==> src/rtl/core/sgdcb_pkg.sv <==
// Shared types, constants and helpers of the descriptor chain builder.
package sgdcb_pkg;

  localparam int unsigned MAX_DESCRIPTORS_DEFAULT = 128;
  localparam logic [7:0]  ADJ_LIMIT               = 8'd64;
  localparam int unsigned DESC_SHIFT              = 5;
  localparam logic [4:0]  LAST_CONTROL            = 5'h13;
  localparam int unsigned PADDR_W                 = 5;

  typedef enum logic [1:0] {
    REG_RING_BASE     = 2'd0,
    REG_TO_DEVICE     = 2'd1,
    REG_DEVICE_START  = 2'd2,
    REG_ELEMENT_COUNT = 2'd3
  } reg_idx_t;

  typedef struct packed {
    logic [63:0] ring_base;
    logic        to_device;
    logic [63:0] device_start;
    logic [7:0]  element_count;
  } cfg_t;

  typedef struct packed {
    logic [6:0]  next_adjacent;
    logic [4:0]  control_bits;
    logic [27:0] desc_length;
    logic [63:0] source_address;
    logic [63:0] dest_address;
    logic [63:0] link_address;
    logic [6:0]  desc_index;
    logic        is_last;
  } desc_t;

  function automatic logic [6:0] min_limit(input logic [7:0] c);
    return (c < ADJ_LIMIT) ? c[6:0] : ADJ_LIMIT[6:0];
  endfunction

endpackage

==> src/rtl/core/sgdcb_cfg_regs.sv <==
// Configuration register file with its APB-style access port.
module sgdcb_cfg_regs
  import sgdcb_pkg::*;
(
  input  logic               clk,
  input  logic               rst,
  input  logic               psel,
  input  logic               penable,
  input  logic               pwrite,
  input  logic [PADDR_W-1:0] paddr,
  input  logic [63:0]        pwdata,
  output logic [63:0]        prdata,
  output logic               pready,
  output cfg_t               cfg
);

  reg_idx_t sel_reg;
  logic     wr_en;

  assign sel_reg = reg_idx_t'(paddr[4:3]);
  assign pready  = 1'b1;
  assign wr_en   = psel && penable && pwrite && pready;

  always_ff @(posedge clk) begin
    if (rst) begin
      cfg.ring_base     <= 64'd0;
      cfg.to_device     <= 1'b1;
      cfg.device_start  <= 64'd0;
      cfg.element_count <= 8'd1;
    end else if (wr_en) begin
      case (sel_reg)
        REG_RING_BASE:     cfg.ring_base     <= pwdata;
        REG_TO_DEVICE:     cfg.to_device     <= pwdata[0];
        REG_DEVICE_START:  cfg.device_start  <= pwdata;
        REG_ELEMENT_COUNT: cfg.element_count <= pwdata[7:0];
        default: ;
      endcase
    end
  end

  always_comb begin
    case (sel_reg)
      REG_RING_BASE:     prdata = cfg.ring_base;
      REG_TO_DEVICE:     prdata = {63'd0, cfg.to_device};
      REG_DEVICE_START:  prdata = cfg.device_start;
      REG_ELEMENT_COUNT: prdata = {56'd0, cfg.element_count};
      default:           prdata = 64'd0;
    endcase
  end

endmodule

==> src/rtl/core/sgdcb_in_reg.sv <==
// Input register that holds one scatter-gather word until the engine takes it.
module sgdcb_in_reg
  import sgdcb_pkg::*;
(
  input  logic        clk,
  input  logic        rst,
  input  logic        in_valid,
  output logic        in_stall,
  input  logic [63:0] host_address,
  input  logic [27:0] byte_length,
  input  logic        take,
  output logic        held_valid,
  output logic [63:0] held_host,
  output logic [27:0] held_length
);

  logic load;

  assign in_stall = held_valid && !take;
  assign load     = in_valid && !in_stall;

  always_ff @(posedge clk) begin
    if (rst) begin
      held_valid <= 1'b0;
    end else if (load) begin
      held_valid <= 1'b1;
    end else if (take) begin
      held_valid <= 1'b0;
    end
  end

  always_ff @(posedge clk) begin
    if (load) begin
      held_host   <= host_address;
      held_length <= byte_length;
    end
  end

endmodule

==> src/rtl/core/sgdcb_desc_engine.sv <==
// Chain state, descriptor computation and the result register.
module sgdcb_desc_engine
  import sgdcb_pkg::*;
#(
  parameter int unsigned MAX_DESCRIPTORS = MAX_DESCRIPTORS_DEFAULT
) (
  input  logic        clk,
  input  logic        rst,
  input  cfg_t        cfg,
  input  logic        held_valid,
  input  logic [63:0] held_host,
  input  logic [27:0] held_length,
  output logic        take,
  output logic        out_valid,
  input  logic        out_stall,
  output desc_t       desc
);

  localparam int unsigned IdxW   = $clog2(MAX_DESCRIPTORS);
  localparam int unsigned CntCap = (MAX_DESCRIPTORS < 255) ? MAX_DESCRIPTORS : 255;
  localparam logic [7:0]  CapCnt = 8'(CntCap);

  logic            armed;
  logic [IdxW-1:0] idx;
  logic [63:0]     rda;
  logic [6:0]      adj;
  logic [7:0]      rem;

  logic [7:0]      cnt;
  logic [IdxW-1:0] e_idx;
  logic [63:0]     e_rda;
  logic [6:0]      e_adj;
  logic [7:0]      e_rem;
  logic            last;
  logic [IdxW:0]   idx_p1;
  logic [6:0]      adj_base;
  logic [6:0]      adj_next;
  logic [63:0]     rda_next;
  desc_t           desc_next;

  assign take = held_valid && (!out_valid || !out_stall);

  always_comb begin
    if (cfg.element_count == 8'd0) begin
      cnt = 8'd1;
    end else if (cfg.element_count > CapCnt) begin
      cnt = CapCnt;
    end else begin
      cnt = cfg.element_count;
    end

    e_idx = armed ? '0 : idx;
    e_rda = armed ? cfg.device_start : rda;
    e_rem = armed ? cnt : rem;
    e_adj = armed ? (min_limit(cnt) - 7'd1) : adj;

    last     = (e_rem <= 8'd1);
    idx_p1   = {1'b0, e_idx} + {{IdxW{1'b0}}, 1'b1};
    adj_base = (e_adj == 7'd0) ? min_limit(e_rem) : e_adj;
    adj_next = adj_base - 7'd1;
    rda_next = e_rda + {36'd0, held_length};

    desc_next.next_adjacent = e_adj;
    desc_next.control_bits  = last ? LAST_CONTROL : 5'd0;
    desc_next.desc_length   = held_length;
    if (cfg.to_device) begin
      desc_next.source_address = held_host;
      desc_next.dest_address   = e_rda;
    end else begin
      desc_next.source_address = e_rda;
      desc_next.dest_address   = held_host;
    end
    desc_next.link_address = last ? 64'd0
                           : cfg.ring_base + (64'(idx_p1) << DESC_SHIFT);
    desc_next.desc_index   = 7'(e_idx);
    desc_next.is_last      = last;
  end

  always_ff @(posedge clk) begin
    if (rst) begin
      armed <= 1'b1;
    end else if (take) begin
      armed <= last;
    end
  end

  always_ff @(posedge clk) begin
    if (take) begin
      adj <= adj_next;
      rda <= rda_next;
      if (last) begin
        idx <= '0;
        rem <= 8'd0;
      end else begin
        idx <= idx_p1[IdxW-1:0];
        rem <= e_rem - 8'd1;
      end
    end
  end

  always_ff @(posedge clk) begin
    if (rst) begin
      out_valid <= 1'b0;
    end else if (take) begin
      out_valid <= 1'b1;
    end else if (!out_stall) begin
      out_valid <= 1'b0;
    end
  end

  always_ff @(posedge clk) begin
    if (take) begin
      desc <= desc_next;
    end
  end

endmodule

==> src/rtl/core/sg_descriptor_chain_builder_unit.sv <==
// Top level of the scatter-gather descriptor chain builder.
//
// Each accepted word (host address and byte length) yields one DMA descriptor,
// one word per clock sustained while out_stall is low: the word is captured in
// the input register and passes through the descriptor logic into the result
// register. The running device address, ring index and adjacent count form a
// loop from their registers through that logic and back, which sets the rate.
// The first word of a transfer loads the chain state from the registers, so
// writes to the device start and element count take effect at the next
// transfer, while the ring base and direction are used as they stand for every
// word; after the descriptor marked last the block rearms on its own.
module sg_descriptor_chain_builder_unit
  import sgdcb_pkg::*;
#(
  parameter int unsigned MAX_DESCRIPTORS = MAX_DESCRIPTORS_DEFAULT
) (
  input  logic               clk,
  input  logic               rst,
  input  logic               psel,
  input  logic               penable,
  input  logic               pwrite,
  input  logic [PADDR_W-1:0] paddr,
  input  logic [63:0]        pwdata,
  output logic [63:0]        prdata,
  output logic               pready,
  input  logic               in_valid,
  output logic               in_stall,
  input  logic [63:0]        host_address,
  input  logic [27:0]        byte_length,
  output logic               out_valid,
  input  logic               out_stall,
  output logic [6:0]         next_adjacent,
  output logic [4:0]         control_bits,
  output logic [27:0]        desc_length,
  output logic [63:0]        source_address,
  output logic [63:0]        dest_address,
  output logic [63:0]        link_address,
  output logic [6:0]         desc_index,
  output logic               is_last
);

  cfg_t        cfg;
  logic        take;
  logic        held_valid;
  logic [63:0] held_host;
  logic [27:0] held_length;
  desc_t       desc;

  sgdcb_cfg_regs u_cfg_regs (
    .clk     (clk),
    .rst     (rst),
    .psel    (psel),
    .penable (penable),
    .pwrite  (pwrite),
    .paddr   (paddr),
    .pwdata  (pwdata),
    .prdata  (prdata),
    .pready  (pready),
    .cfg     (cfg)
  );

  sgdcb_in_reg u_in_reg (
    .clk          (clk),
    .rst          (rst),
    .in_valid     (in_valid),
    .in_stall     (in_stall),
    .host_address (host_address),
    .byte_length  (byte_length),
    .take         (take),
    .held_valid   (held_valid),
    .held_host    (held_host),
    .held_length  (held_length)
  );

  sgdcb_desc_engine #(
    .MAX_DESCRIPTORS (MAX_DESCRIPTORS)
  ) u_desc_engine (
    .clk         (clk),
    .rst         (rst),
    .cfg         (cfg),
    .held_valid  (held_valid),
    .held_host   (held_host),
    .held_length (held_length),
    .take        (take),
    .out_valid   (out_valid),
    .out_stall   (out_stall),
    .desc        (desc)
  );

  assign next_adjacent  = desc.next_adjacent;
  assign control_bits   = desc.control_bits;
  assign desc_length    = desc.desc_length;
  assign source_address = desc.source_address;
  assign dest_address   = desc.dest_address;
  assign link_address   = desc.link_address;
  assign desc_index     = desc.desc_index;
  assign is_last        = desc.is_last;

endmodule
==> config.mk <==
export PLATFORM = sky130hd
export DESIGN_NAME = sg_descriptor_chain_builder_unit
export DESIGN_NICKNAME = d
export VERILOG_FILES = /design/src/rtl/core/sgdcb_pkg.sv /design/src/rtl/core/sgdcb_cfg_regs.sv /design/src/rtl/core/sgdcb_in_reg.sv /design/src/rtl/core/sgdcb_desc_engine.sv /design/src/rtl/core/sg_descriptor_chain_builder_unit.sv
export SDC_FILE = /design/constraint.sdc
export NUM_CORES = 1
export LEC_CHECK = 0
export BUFFER_PORTS_ARGS = -buffer_cell sky130_fd_sc_hd__clkbuf_2
export CORE_UTILIZATION = 40
export DETAILED_ROUTE_END_ITERATION = 10
export GPL_TIMING_DRIVEN = 0
export SLEW_MARGIN = 10
export SYNTH_ARGS = -nofsm -noshare
export SYNTH_HDL_FRONTEND = slang
export SYNTH_HIERARCHICAL = 1
export SYNTH_SLANG_ARGS = --single-unit
export TNS_END_PERCENT = 1
==> constraint.sdc <==
create_clock -name clk -period 67.4 [get_ports clk]
set_input_delay 10.11 -clock clk [delete_from_list [all_inputs] [get_ports clk]]
set_output_delay 10.11 -clock clk [all_outputs]
set_load 0.005 [all_outputs]
==> results.md, run 1 <==
* Post-cts resize count at 0
* CP peak stage delay at 820 ps
* Worst Hold Class: register to register
* Total core area at 64930 um^2
* RSZ-0062 raised after global routing: false
* Die area at 67200 um^2
* Starting Density at 40.76%
* Layout area overhead at 21.99%
* GPL Wtd Cong at 0.9385
* Crit-path cells: clkbuf_2, buf_6, buf_2, buf_1, nor2_1, clkbuf_2
* DIE WIDTH at 259.2 um
* Drt total wl at 86100 um
* IO Pins at 475
* Worst relative slew slack at 14.62%
* Worst-Skew Late Latency at 640 ps
* Setup Fix Bufs, Post-CTS at 0
* DRC at 0
* Final Hold Violating Endpoints at 0
* CTS max path bufs at 3
* Maximum clock rate at 44.63 MHz
* Max_cap viols at 0
* Hold-fix buffers, CTS at 0
* Crit share post-route at 33.25%
* Setup TNS at 0 ps
* Critical path arrival at 12300 ps
* Critical Path RT at 57290 ps
* Via Count at 19799
* Synth Instances at 2224
* CP bufs+invs at 5
* EDFF count, synth at 413
* Most frequent CP cell: clkbuf_2
* Final setup fails at 0
* DRT Pass-1 Iters at 6
* Via count of the first global-routing pass at 19649
* Sink Count at 553
* Final ANT Viol Nets at 0
* DR WL/cell at 23.35 um
* Largest net degree at the start of global routing at 27
* Port Buf Inserts at 467
* Critical path type: input port to output port
* Fin nets at 2985
* Worst vdd ir at 0.00001882 V
* Flip-flop and latch count after synthesis at 553
* Synth Warn # at 6
* Setup Skew at 24.22 ps
* Most common cell after layout, fill and taps aside: clkbuf_2
* CP max-delay cell: buf_1
* Critical Path Start Type: input port
* PD cells at 25.44 nW/um^2
* GRT Total Usage at 24.99%
* Mapped Avg Cell Area at 11.90 um^2
* Crit-path max FO at 10
* Total grt overflow at 0
* Post-synth cell types at 81
* Most frequent cells in the layout: clkbuf_2 (469), edfxtp_1 (413), mux2i_1 (189)
* DP HPWL at 64210 um
* Fraction of layout cells with a size suffix above 1 at 26.80%
* Sequential-to-total area share from yosys stat at 57.45%
* Slew @ Worst Pin at 1281 ps
* Die Y at 259.2 um
* Site Rows at 93
* Async SR Flop Fraction at 0%
* Largest delay share family, worst path: buffers and inverters
* Cts bufs inserted at 60
* Final Max Slew Viols at 0
* Worst-path clk slew at 60 ps
* CP Capture Type: output port
* CTS tree: built
* Leakage dissipation at 13.06 nW
* Hold WS at 453.2 ps
* Status: complete, no violations
* Initial antenna violation count at 14
* Primary FF master, synth: edfxtp_1
* Min Tclk post-route at 22410 ps
* Netlist Area Pre-Place at 26470 um^2
* First-pass GRT wire length at 124400 um
* Htree depth at 2
* Initial DRC count at 1470
* Root buffer cell: clkbuf_16
* Vias/cell at 5.370
-- cell type report --
cell class                      count  area, um^2
Clock inverter                     30       252.7
Timing Repair Buffer              487        2780
Clock buffer                       83        1670
Buffer                            129       649.4
Multi-Input combinational cell   1486       10430
Sequential cell                   553       15200
Tap cell                          855        1070
Inverter                           57       214.0
Antenna cell                        7       17.52
Fill cell                        5936       32640
-- metrics by stage --
stage | worst slack (ps) | power [W] | utilization (%) | cells | area [um^2]
after global routing | 44990 | 0.0008480 | 49.72 | 3686 | 32280
after CTS | 45020 | 0.0008268 | 49.70 | 3680 | 32270
final | 44990 | 0.0008215 | 49.73 | 3687 | 32290
after global placement | 11540 | 0.0005161 | 46.02 | 3547 | 29880
after detailed placement | 45020 | 0.0005028 | 46.74 | 3567 | 30350
after floorplan | 24440 | 0.0004702 | - | 2225 | 26470
-- metal layers --
metal | wire, um | up-vias | global-route usage [%]
li1 | - | 9153 | -
met1 | 35780 | 9663 | 32.70
met2 | 40400 | 814 | 40.51
met3 | 6798 | 157 | 5.429
met4 | 3039 | 12 | 9.477
met5 | 88 | - | 0
-- where the power goes --
group | internal [W] | switching, W | total [W] | leakage [nW]
sequential | 0.000390 | 0.00000820 | 0.000398 | 5.09
combinational | 0.0000379 | 0.0000607 | 0.0000987 | 7.03
clock | 0.000187 | 0.000138 | 0.000325 | 0.942
total | 0.000615 | 0.000206 | 0.000821 | 13.1
-- cells by family (layout without fill, tap and decap cells) --
kind of cell,after synthesis,in the layout,share of synthesized area [%]
other,2,10,0.02837
multiplexers,298,298,11.89
adder cells (fa/ha/maj),43,43,2.089
XOR/XNOR,104,104,3.441
buffers and inverters,186,786,3.257
AO/OA/AOI/OAI,369,369,8.240
flip-flops,553,553,57.45
AND/OR/NAND/NOR,669,669,13.61
-- worst register-to-register path, delay by kind of cell, from the launching register on --
| kind | cells | cell delay [ps] |
|---|---|---|
| simple gates | 4 | 1070 |
| fa+ha+maj | 2 | 600 |
| flops | 1 | 390 |
| buf+inv | 9 | 3210 |
| xor+xnor | 2 | 350 |
| compound gates | 4 | 1300 |
-- state kept, by name (all words and copies together), names as in the netlist --
register,count
u_desc_engine/rda,64
u_desc_engine/adj,7
u_in_reg/held_valid,1
u_desc_engine/out_valid,1
u_cfg_regs/cfg,137
u_desc_engine/rem,8
u_in_reg/held_host,64
u_desc_engine/armed,1
u_desc_engine/idx,7
u_in_reg/held_length,28
u_desc_engine/desc,235
-- synthesized netlist by cell type, types with 41 or more instances --
master    instances  area (um^2)
a21oi_1          93        465.5
nand2b_1        140        875.8
nor2_1          181        679.4
inv_1            57        214.0
clkbuf_1         69        259.0
ha_1             41        513.0
mux2i_1         189         1892
dfxtp_1         140         2803
nor2b_1          94        588.1
o21ai_0         166        830.8
edfxtp_1        413        12400
xor2_1           48        420.4
nand2_1          68        255.2
xnor2_1          56        490.5
nand3_1          45        225.2
mux2_2          105         1182
-- final timing paths --
kind / startpoint / endpoint / slack, ps / cells after the start
max reg2reg: u_desc_engine/armed / u_desc_engine/desc[67] / 60240 / 21
max: paddr[3] / prdata[41] / 44990 / 6
min: u_in_reg/held_length[14] / u_desc_engine/desc[214] / 450 / 0
min reg2reg: u_in_reg/held_length[14] / u_desc_engine/desc[214] / 450 / 0
(Power assumes the default switching activity.)
==> inputs of run 2 (changes only) <==
==> constraint.sdc (replaced) <==
create_clock -name clk -period 18.45 [get_ports clk]
set_input_delay 2.7675 -clock clk [delete_from_list [all_inputs] [get_ports clk]]
set_output_delay 2.7675 -clock clk [all_outputs]
set_load 0.005 [all_outputs]
==> results.md, run 2 (synthesized netlist as in run 1, its figures left out) <==
* Most common cell after layout, fill and taps aside: clkbuf_2
* Final Max Slew Viols at 0 (unchanged)
* Worst-Skew Late Latency at 610 ps (-30 ps)
* Die area at 67200 um^2 (unchanged)
* Crit-path max FO at 10 (unchanged)
* Slew @ Worst Pin at 1171 ps (-110.2 ps)
* Max_cap viols at 0 (unchanged)
* CTS tree: built
* Critical Path RT at 15680 ps (-41610 ps)
* GPL Wtd Cong at 0.9092 (-3.1%)
* DIE WIDTH at 259.2 um (unchanged)
* DR WL/cell at 23.34 um (about the same)
* Setup Fix Bufs, Post-CTS at 0 (unchanged)
* Critical path type: input port to output port
* Max FFs per register at 235 (unchanged)
* Switching Share at 24.93% (-0.20 points)
* Layout area overhead at 22.59%
* Worst reg2reg path depth at 21 (unchanged)
* GRT Total Usage at 25.06% (+0.064 points)
* R2R Path Start: u_desc_engine/armed
* DP HPWL at 64330 um (+0.18%)
* Hold WS at 463.7 ps (+10.50 ps)
* Initial DRC count at 1467 (-0.20%)
* Final worst slack at 11010 ps (-33980 ps)
* Starting Density at 40.76% (unchanged)
* Total grt overflow at 0 (unchanged)
* Fraction of layout cells with a size suffix above 1 at 26.92% (+0.12 points)
* Drt total wl at 86120 um (about the same)
* Most frequent CP cell: clkbuf_2
* Critical path arrival at 4680 ps (-7620 ps)
* Clock power frac at 41.2% (+1.7 points)
* Final Hold Violating Endpoints at 0 (unchanged)
* Finished Cell Area at 32450 um^2 (+0.50%)
* Crit path capture: prdata[32]
* Via count of the first global-routing pass at 19548 (-0.51%)
* RSZ-0062 raised after global routing: false
* Via Count at 19710 (-0.45%)
* Critical Path Start Type: input port
* Leakage dissipation at 13.13 nW (+0.49%)
* Post-cts resize count at 0 (unchanged)
* Total core area at 64930 um^2 (unchanged)
* Maximum clock rate at 134.4 MHz
* IO Pins at 475 (unchanged)
* Worst-path clk slew at 60 ps (about the same)
* Crit share post-route at 40.34%
* Reg with most FFs: u_desc_engine/desc
* Reg power frac at 47.1% (-1.3 points)
* Top flop regs: u_desc_engine/desc (235), u_cfg_regs/cfg (137)
* Crit-path cells: clkbuf_2, buf_6, buf_2, buf_1, nor2_1, clkbuf_2
* First-pass GRT wire length at 124700 um (+0.20%)
* CTS max path bufs at 3 (unchanged)
* Htree depth at 3 (+1)
* Multi-input gate area at 10430 um^2 (unchanged)
* Sink Count at 553 (unchanged)
* Most frequent cells in the layout: clkbuf_2 (469), edfxtp_1 (413), mux2i_1 (189)
* Crit. Startpoint: paddr[3]
* Final instance count without filler cells at 3690 (+0.081%)
* Worst relative slew slack at 21.96% (+7.3 points)
* Site Rows at 93 (unchanged)
* RR Endpoint: u_desc_engine/desc[67]
* Root buffer cell: clkbuf_16
* CP peak stage delay at 690 ps (-130 ps)
* CP max-delay cell: buf_1
* DRT Pass-1 Iters at 5 (-1)
* Status: complete, no violations
* Hold-fix buffers, CTS at 0 (unchanged)
* Dpl cell area at 30360 um^2 (about the same)
* Worst vdd ir at 0.00005745 V (+210%)
* DRC at 0 (unchanged)
* Worst Hold Class: register to register
* Final ANT Viol Nets at 0 (unchanged)
* Setup Skew at 34.55 ps (+10.34 ps)
* Cells after DPL at 3567 (unchanged)
* Final setup fails at 0 (unchanged)
* Largest net degree at the start of global routing at 29 (+7.4%)
* Initial antenna violation count at 12 (-2)
* Reg2reg setup slack at 11310 ps (-48930 ps)
* Switch Pwr at 0.0007688 W (+270%)
* Int Power at 0.002314 W (+280%)
* Register area at 15200 um^2 (unchanged)
* Cts bufs inserted at 66 (+10%)
* PD cells at 95.02 nW/um^2 (+270%)
* Pre-CTS setup slack at 11060 ps (-33950 ps)
* Fin nets at 2991 (+0.20%)
* CP Capture Type: output port
* Fillers at 5926 (-0.17%)
* Vias/cell at 5.341 (-0.53%)
* Die Y at 259.2 um (unchanged)
* Comb power frac at 11.7% (-0.3 points)
* Port Buf Inserts at 467 (unchanged)
* Min Tclk post-route at 7443 ps
-- run 2: changes by cell type in the layout (fill, tap and decap cells not counted), moves of 2 or more --
cell	previous run	this run
clkinv_1	12	17
clkbuf_16	62	67
clkbuf_1	85	78
clkinvlp_4	1	3
clkbuf_8	4	1
inv_6	0	3
clkinv_2	11	6
bufinv_16	4	6
-- run 2: worst min-delay path by stage --
| stage | start | to | slack [ps] | depth (start not counted) |
|---|---|---|---|---|
| 2_1_floorplan | u_in_reg/held_length[0] | u_desc_engine/desc[200] | 430 | 0 |
| 3_3_place_gp | u_in_reg/held_length[18] | u_desc_engine/desc[218] | 450 | 0 |
| 3_5_place_dp | u_in_reg/held_length[15] | u_desc_engine/desc[215] | 450 | 0 |
| 4_1_cts | u_in_reg/held_length[14] | u_desc_engine/desc[214] | 460 | 0 |
| 5_1_grt | u_in_reg/held_length[12] | u_desc_engine/desc[212] | 480 | 0 |
| 6_report | u_in_reg/held_length[14] | u_desc_engine/desc[214] | 460 | 0 |
-- run 2: per-stage QoR --
step / power [W] / utilization [%] / setup TNS, ps
floorplan: 0.001687 / - / 0
global placement: 0.001842 / 46.02 / -474050
detailed placement: 0.001838 / 46.76 / 0
CTS: 0.003110 / 49.94 / 0
global route: 0.003187 / 49.97 / 0
finish: 0.003083 / 49.97 / 0
-- run 2: critical path, delay by kind of cell --
kind | cells | cell delay, ps
and+or+nand+nor | 1 | 250
buffers and inverters | 5 | 1630
-- run 2: power by group through the flow --
| stage | Combinational (W) | Sequential (W) | Clock [W] |
|---|---|---|---|
| floorplan | 0.000196 | 0.00149 | 0 |
| global placement | 0.000335 | 0.00151 | 0 |
| detailed placement | 0.000359 | 0.00148 | 0 |
| CTS | 0.000360 | 0.00145 | 0.00130 |
| global route | 0.000389 | 0.00146 | 0.00134 |
| finish | 0.000360 | 0.00145 | 0.00127 |
-- run 2: area by class of cell --
class	count	area share, %
Multi-Input combinational cell	1486	32.14
Clock buffer	78	5.325
Antenna cell	8	0.06170
Tap cell	855	3.297
Inverter	57	0.6594
Sequential cell	553	46.86
Timing Repair Buffer	487	8.607
Clock inverter	37	1.049
Buffer	129	2.001
-- run 2: layer usage --
layer  GRT usage [%]  share of wire [%]
met5               0              0.048
met3           4.921                6.9
met1           33.04                 43
met4           7.827                2.4
met2           41.47                 48
